## config.mk

```make
export PLATFORM = sky130hd
export DESIGN_NAME = card_number_luhn_classifier
export DESIGN_NICKNAME = d
export VERILOG_FILES = /design/src/design/cnlc_pkg.sv /design/src/design/card_number_luhn_classifier.sv
export SDC_FILE = /design/constraint.sdc
export NUM_CORES = 1
export LEC_CHECK = 0
export ABC_AREA = 1
export BUFFER_PORTS_ARGS = -buffer_cell sky130_fd_sc_hd__buf_4
export CAP_MARGIN = 40
export CORE_ASPECT_RATIO = 0.75
export CORE_UTILIZATION = 63
export CTS_BUF_LIST = sky130_fd_sc_hd__clkbuf_2 sky130_fd_sc_hd__clkbuf_4 sky130_fd_sc_hd__clkbuf_8
export CTS_CLUSTER_DIAMETER = 50
export CTS_CLUSTER_SIZE = 24
export DETAILED_ROUTE_END_ITERATION = 10
export PLACE_DENSITY_LB_ADDON = 0.15
export REMOVE_ABC_BUFFERS = 1
export SETUP_SLACK_MARGIN = 0.2
export SYNTH_ARGS = -nofsm -noshare
export SYNTH_HDL_FRONTEND = slang
export SYNTH_SLANG_ARGS = --single-unit
```

## constraint.sdc

```tcl
create_clock -name clk -period 3.6 [get_ports clk]
set_input_delay 0.54 -clock clk [delete_from_list [all_inputs] [get_ports clk]]
set_output_delay 0.54 -clock clk [all_outputs]
set_load 0.005 [all_outputs]
```

## src/design/cnlc_pkg.sv

```systemverilog
`default_nettype none

package cnlc_pkg;

	localparam int CardWidth = 54;
	localparam int NumDigits = 17;
	localparam int BcdWidth = 4 * NumDigits;
	localparam int CntWidth = 6;
	localparam int MaxDigits = 16;

	localparam logic [1:0] VerdictInvalid = 2'd0;
	localparam logic [1:0] VerdictAmex = 2'd1;
	localparam logic [1:0] VerdictMastercard = 2'd2;
	localparam logic [1:0] VerdictVisa = 2'd3;

	localparam logic [4:0] LenShort = 5'd13;
	localparam logic [4:0] LenMid = 5'd15;
	localparam logic [4:0] LenLong = 5'd16;

	localparam logic [6:0] LeadAmexA = 7'd34;
	localparam logic [6:0] LeadAmexB = 7'd37;
	localparam logic [6:0] LeadMcLow = 7'd50;
	localparam logic [6:0] LeadMcHigh = 7'd56;
	localparam logic [6:0] LeadVisaLow = 7'd40;
	localparam logic [6:0] LeadVisaHigh = 7'd49;

	typedef enum logic [1:0] {
		StIdle,
		StConv,
		StScan,
		StFin
	} state_t;

endpackage

`default_nettype wire

```

## src/design/card_number_luhn_classifier.sv

```systemverilog
// Channel   Signals                        Handshake
// input     start, busy, card_number       accepted at a clock edge with start high, busy low
// result    done, verdict, checksum_ok     done high for one cycle, receiver cannot stall
//
// Each item passes from acceptance to done through bit-serial binary to BCD
// conversion, a scan of the 17 decimal digits one decimal digit a cycle, and
// a final state that forms the verdict. A new item may start in the cycle done is high.
// The asynchronous reset returns the block to idle with no result pending.
`default_nettype none

module card_number_luhn_classifier (
	input  wire logic                           clk,
	input  wire logic                           arst_n,
	input  wire logic                           start,
	output logic                                busy,
	input  wire logic [cnlc_pkg::CardWidth-1:0] card_number,
	output logic                                done,
	output logic [1:0]                          verdict,
	output logic                                checksum_ok
);
	import cnlc_pkg::*;

	state_t state_q, state_d;
	logic [CntWidth-1:0] cnt_q;
	logic [CardWidth-1:0] bin_q;
	logic [BcdWidth-1:0] bcd_q;
	logic [BcdWidth-1:0] bcd_adj;
	logic [3:0] sum_q;
	logic [3:0] prev_q;
	logic [4:0] count_q;
	logic [6:0] lead_q;
	logic done_q;
	logic [1:0] verdict_q;
	logic ok_q;
	logic [3:0] dig;
	logic [3:0] term;
	logic [4:0] dbl;
	logic [4:0] sum_raw;
	logic [3:0] sum_next;
	logic [6:0] lead_next;
	logic len_ok;
	logic [1:0] verdict_next;
	logic conv_last;
	logic scan_last;

	always_comb begin
		for (int i = 0; i < NumDigits; i++) begin
			if (bcd_q[4*i +: 4] >= 4'd5) begin
				bcd_adj[4*i +: 4] = bcd_q[4*i +: 4] + 4'd3;
			end else begin
				bcd_adj[4*i +: 4] = bcd_q[4*i +: 4];
			end
		end
	end

	assign dig = bcd_q[3:0];
	assign dbl = {dig, 1'b0};
	always_comb begin
		if (!cnt_q[0]) begin
			term = dig;
		end else if (dbl >= 5'd10) begin
			term = 4'(dbl - 5'd9);
		end else begin
			term = dbl[3:0];
		end
	end

	assign sum_raw = {1'b0, sum_q} + {1'b0, term};
	assign sum_next = (sum_raw >= 5'd10) ? 4'(sum_raw - 5'd10) : sum_raw[3:0];
	assign lead_next = (cnt_q == '0) ? {3'd0, dig}
	                                 : ({dig, 3'd0} + {2'd0, dig, 1'b0} + {3'd0, prev_q});

	assign conv_last = (cnt_q == CntWidth'(CardWidth - 1));
	assign scan_last = (cnt_q == CntWidth'(NumDigits - 1));

	assign len_ok = (count_q == LenShort || count_q == LenMid || count_q == LenLong)
	             && (count_q <= 5'(MaxDigits));

	always_comb begin
		verdict_next = VerdictInvalid;
		if (sum_q == 4'd0 && len_ok) begin
			if (lead_q == LeadAmexA || lead_q == LeadAmexB) begin
				verdict_next = VerdictAmex;
			end else if (lead_q > LeadMcLow && lead_q < LeadMcHigh) begin
				verdict_next = VerdictMastercard;
			end else if (lead_q >= LeadVisaLow && lead_q <= LeadVisaHigh) begin
				verdict_next = VerdictVisa;
			end
		end
	end

	always_ff @(posedge clk or negedge arst_n) begin
		if (!arst_n) begin
			state_q <= StIdle;
		end else begin
			state_q <= state_d;
		end
	end

	always_comb begin
		state_d = state_q;
		busy = (state_q != StIdle);
		unique case (state_q)
			StIdle: begin
				if (start) begin
					state_d = StConv;
				end
			end
			StConv: begin
				if (conv_last) begin
					state_d = StScan;
				end
			end
			StScan: begin
				if (scan_last) begin
					state_d = StFin;
				end
			end
			StFin: begin
				state_d = StIdle;
			end
			default: begin
				state_d = StIdle;
			end
		endcase
	end

	always_ff @(posedge clk or negedge arst_n) begin
		if (!arst_n) begin
			cnt_q <= '0;
			done_q <= 1'b0;
		end else begin
			done_q <= (state_q == StFin);
			if (state_q == StIdle || (state_q == StConv && conv_last)) begin
				cnt_q <= '0;
			end else begin
				cnt_q <= cnt_q + 1'b1;
			end
		end
	end

	always_ff @(posedge clk) begin
		unique case (state_q)
			StIdle: begin
				bin_q <= card_number;
				bcd_q <= '0;
				sum_q <= '0;
				prev_q <= '0;
				count_q <= '0;
				lead_q <= '0;
			end
			StConv: begin
				bin_q <= {bin_q[CardWidth-2:0], 1'b0};
				bcd_q <= {bcd_adj[BcdWidth-2:0], bin_q[CardWidth-1]};
			end
			StScan: begin
				bcd_q <= {4'd0, bcd_q[BcdWidth-1:4]};
				sum_q <= sum_next;
				prev_q <= dig;
				if (dig != 4'd0) begin
					count_q <= 5'(cnt_q) + 5'd1;
					lead_q <= lead_next;
				end
			end
			StFin: begin
				verdict_q <= verdict_next;
				ok_q <= (sum_q == 4'd0);
			end
			default: begin
			end
		endcase
	end

	assign done = done_q;
	assign verdict = verdict_q;
	assign checksum_ok = ok_q;

endmodule

`default_nettype wire

```

==> run summary <==
=================================================================================================
Outcome                                                                              finished, final reports clean
Worst R2R End                                                                            sum_q[1]
CTS H-tree depth                                                                                4
Signal arrival time at the worst endpoint                                                 3360 ps
Final critical-path share of the clock period                                               0.874
Placeable core region                                                                  0.0131 mm2
Count of synthesis-stage warnings from yosys                                                    0
Post-Place Cell Area                                                                  0.00915 mm2
Class of the tightest hold or removal check                                                in2reg
Per-cell via count in the routed design                                                      5.57
CTS Buf Count                                                                                  17
Capturing instance or port of the critical path                                          sum_q[1]
Number of vias in the routed layout                                                          6504
Starting density of the core                                                                0.652
Post-route clock skew                                                                     11.4 ps
Clock insertion delay at the later pin of the skew report                                  460 ps
Wire length after detailed routing                                                       17200 um
Final count of hold timing violations                                                           0
Type of the worst setup path                                                              reg2reg
Count of port buffers added during placement                                                   61
Critical path origin                                                                     bcd_q[1]
Number of distinct library cell variants in the gate-level netlist after synthesis             33
Final Wtd Congestion                                                                        0.954
Post-synthesis cell area                                                              0.00854 mm2
Clock tree from TritonCTS                                                                    done
Ratio of cells with drive above 1 in the final layout                                       0.121
Maximum ir drop on the vdd rail                                                        0.000554 V
Ratio of total power to cell area                                                      870 mW/mm2
Internal reg-to-reg setup slack                                                            460 ps
Worst hold slack                                                                           339 ps
Overall routing resource usage                                                              0.258
Number of max-capacitance violations reported                                                   0
Aggregate global routing overflow                                                               0
Number of nets with antenna violations after routing                                            0
Largest net degree at the start of global routing                                              63
Worst setup margin                                                                         455 ps
Clk Tree Root Cell                                                                   sky130_fd_sc_hd__clkbuf_8
Maximum fanout count along the critical path                                                    5
Clk buf depth                                                                                   2
Syn Inst Count                                                                                918
Depth of the most critical reg-to-reg path                                                     17
Highest routed layer                                                                         met4
Placed insts                                                                                 1132
Min Tclk post-route                                                                       3140 ps
Clock transition at the registers of the reported paths                                     90 ps
Met2 wire length                                                                          7810 um
Sequential element share of the synthesized area                                            0.536
Height of the die                                                                          103 um
Pre-CTS setup slack                                                                        459 ps
RSZ-0062 raised after global routing                                                        false
Fmax                                                                                    0.318 GHz
Area added between synthesis and finish                                                     12.4%
Routed wire length on met3                                                                 913 um
Category of the worst setup path launch point                                            register
Average wire length per cell after detail routing                                         14.7 um
Violation count after the first detailed-route iteration                                      603
Fin nets                                                                                     1098
Setup total negative slack                                                                   0 ps
Sum of internal, switching and leakage power                                              8.35 mW
Worst reg2reg startpoint                                                                 bcd_q[1]
Average instance area after synthesis                                                    9.30 um2
Post-route design area                                                                0.00960 mm2
Final HPWL DP                                                                            11800 um
Final max-slew violation count                                                                  0
Met1 Routed Length                                                                        8240 um
Worst slew pin tran                                                                        855 ps
Via count of the first global-routing pass                                                   5845
Relative max-transition margin                                                              0.429
Initial antenna violation count                                                                 0
# rows                                                                                         36
DRC viols                                                                                       0
FF+latch count, synth                                                                         154
Final cell count without fillers                                                             1167
Kind of end point of the critical path                                                   register
Antenna fix cells                                                                               0
Die ar.                                                                                0.0140 mm2
Final setup violating endpoints                                                                 0
I/O Pins                                                                                       62
Endpoint required time on the critical path                                               3820 ps
Leak pwr                                                                                  4.08 nW
Drt pass-1 iters                                                                                5
CTS sink cnt                                                                                  154
First-pass GRT wire length                                                               27700 um
Post-layout utilization of the core                                                         0.732
Die boundary width                                                                         136 um
=================================================================================================
==> cell usage after synthesis <==
| cell | number | area [um2] |
|---|---|---|
| sky130_fd_sc_hd__nor3_1 | 4 | 20.0 |
| sky130_fd_sc_hd__o21ai_1 | 14 | 70.1 |
| sky130_fd_sc_hd__buf_1 | 3 | 11.3 |
| sky130_fd_sc_hd__buf_2 | 14 | 70.1 |
| sky130_fd_sc_hd__nor3b_1 | 2 | 15.0 |
| sky130_fd_sc_hd__dfrtp_1 | 9 | 225 |
| sky130_fd_sc_hd__nor2_4 | 1 | 11.3 |
| sky130_fd_sc_hd__fa_1 | 3 | 60.1 |
| sky130_fd_sc_hd__buf_4 | 1 | 7.51 |
| sky130_fd_sc_hd__edfxtp_1 | 145 | 4350 |
| sky130_fd_sc_hd__o22ai_1 | 31 | 194 |
| sky130_fd_sc_hd__nand2_1 | 239 | 897 |
| sky130_fd_sc_hd__inv_2 | 3 | 11.3 |
| sky130_fd_sc_hd__clkbuf_1 | 5 | 18.8 |
| sky130_fd_sc_hd__nand4_1 | 3 | 18.8 |
| sky130_fd_sc_hd__and2_1 | 1 | 6.26 |
| sky130_fd_sc_hd__o211ai_1 | 15 | 113 |
| sky130_fd_sc_hd__a21oi_1 | 48 | 240 |
| sky130_fd_sc_hd__a31o_2 | 2 | 17.5 |
| sky130_fd_sc_hd__nor2_1 | 54 | 203 |
| sky130_fd_sc_hd__ha_1 | 55 | 688 |
| sky130_fd_sc_hd__or2_2 | 2 | 12.5 |
| sky130_fd_sc_hd__a41oi_1 | 1 | 8.76 |
| sky130_fd_sc_hd__nand3_2 | 1 | 10.0 |
| sky130_fd_sc_hd__o21ai_0 | 96 | 480 |
| sky130_fd_sc_hd__nor2_2 | 1 | 6.26 |
| sky130_fd_sc_hd__xor2_1 | 14 | 123 |
| sky130_fd_sc_hd__xnor2_1 | 2 | 17.5 |
| sky130_fd_sc_hd__inv_1 | 115 | 432 |
| sky130_fd_sc_hd__o21ai_2 | 2 | 17.5 |
| sky130_fd_sc_hd__buf_6 | 3 | 33.8 |
| sky130_fd_sc_hd__nand2_2 | 2 | 12.5 |
| sky130_fd_sc_hd__nand3_1 | 27 | 135 |
==> final cells by class <==
class	count	area, um2
Clock buffer	21	277
Clock inverter	11	145
Fill cell	938	3510
Inverter	118	443
Multi-Input combinational cell	620	3390
Sequential cell	154	4580
Tap cell	171	214
Timing Repair Buffer	72	556
==> layer usage <==
metal	global-route usage	vias to the layer above
met4	0.0949	0
met2	0.394	179
met1	0.369	3052
li1	-	3249
met3	0.0501	24
met5	0	-
==> power breakdown <==
part / total (mW) / switching [mW] / internal (mW)
Combinational: 3.40 / 2.30 / 1.10
Clock: 1.39 / 0.654 / 0.737
Sequential: 3.55 / 0.454 / 3.10
Total: 8.35 / 3.41 / 4.94
==> sequential cells by signal, summed over array words and instances (netlist names) <==
register and flops:
sum_q 4, state_q 2, prev_q 4, verdict 2
lead_q 7, bcd_q 68, count_q 5, bin_q 54
done 1, checksum_ok 1, cnt_q 6
==> what timing repair did <==
action / 4_1_cts / 5_1_grt
resized for setup: 0 / 1
buffers inserted: 0 / 2
hold endpoints to repair: 9 / 0
hold buffers: 1 / 0
endpoints found under the setup margin: 0 / 2
==> placed cells by master (no fill, tap or decap), drive strengths merged <==
master       instances
nor3b                2
buf                 71
bufinv               3
dfrtp                9
and2                 1
o21ai              112
edfxtp             145
a41oi                1
ha                  55
nand2              241
o211ai              15
inv                119
or2                  2
dlygate4sd3          1
nand4                3
xor2                14
clkinvlp             3
xnor2                2
nor3                 4
fa                   3
nand3               28
o22ai               31
nor2                56
a21oi               48
clkinv               4
a31o                 2
clkbuf              21
==> worst min-delay path by stage <==
stage,startpoint,to,slack [ps],cells past startpoint
after floorplan,arst_n,cnt_q[0],240,0
after global placement,arst_n,done,370,1
after detailed placement,arst_n,done,370,1
after CTS,card_number[11],bin_q[11],320,3
after global routing,card_number[4],bin_q[4],320,3
final,card_number[41],bin_q[41],340,3
==> critical path: stages, from the launching register on <==
cell and delay [ps]:
sky130_fd_sc_hd__edfxtp_1 460, sky130_fd_sc_hd__inv_1 160, sky130_fd_sc_hd__ha_1 190, sky130_fd_sc_hd__inv_1 50
sky130_fd_sc_hd__nand2_1 70, sky130_fd_sc_hd__nand3_1 140, sky130_fd_sc_hd__xor2_1 200, sky130_fd_sc_hd__o21ai_2 140
sky130_fd_sc_hd__inv_1 70, sky130_fd_sc_hd__fa_1 430, sky130_fd_sc_hd__inv_1 70, sky130_fd_sc_hd__nand2_1 60
sky130_fd_sc_hd__and2_1 150, sky130_fd_sc_hd__ha_1 230, sky130_fd_sc_hd__nand2_1 80, sky130_fd_sc_hd__nand3_1 150
sky130_fd_sc_hd__a21oi_1 190, sky130_fd_sc_hd__nor2_1 60
==> logic make-up after synthesis <==
kind of cell               synth area share
DFF                                   0.536
xor gates and xnor gates             0.0164
adders and majority gates            0.0876
AOI/OAI and AO/OA                     0.134
and+or+nand+nor                       0.158
buffers and inverters                0.0684
(Power assumes the default switching activity.)
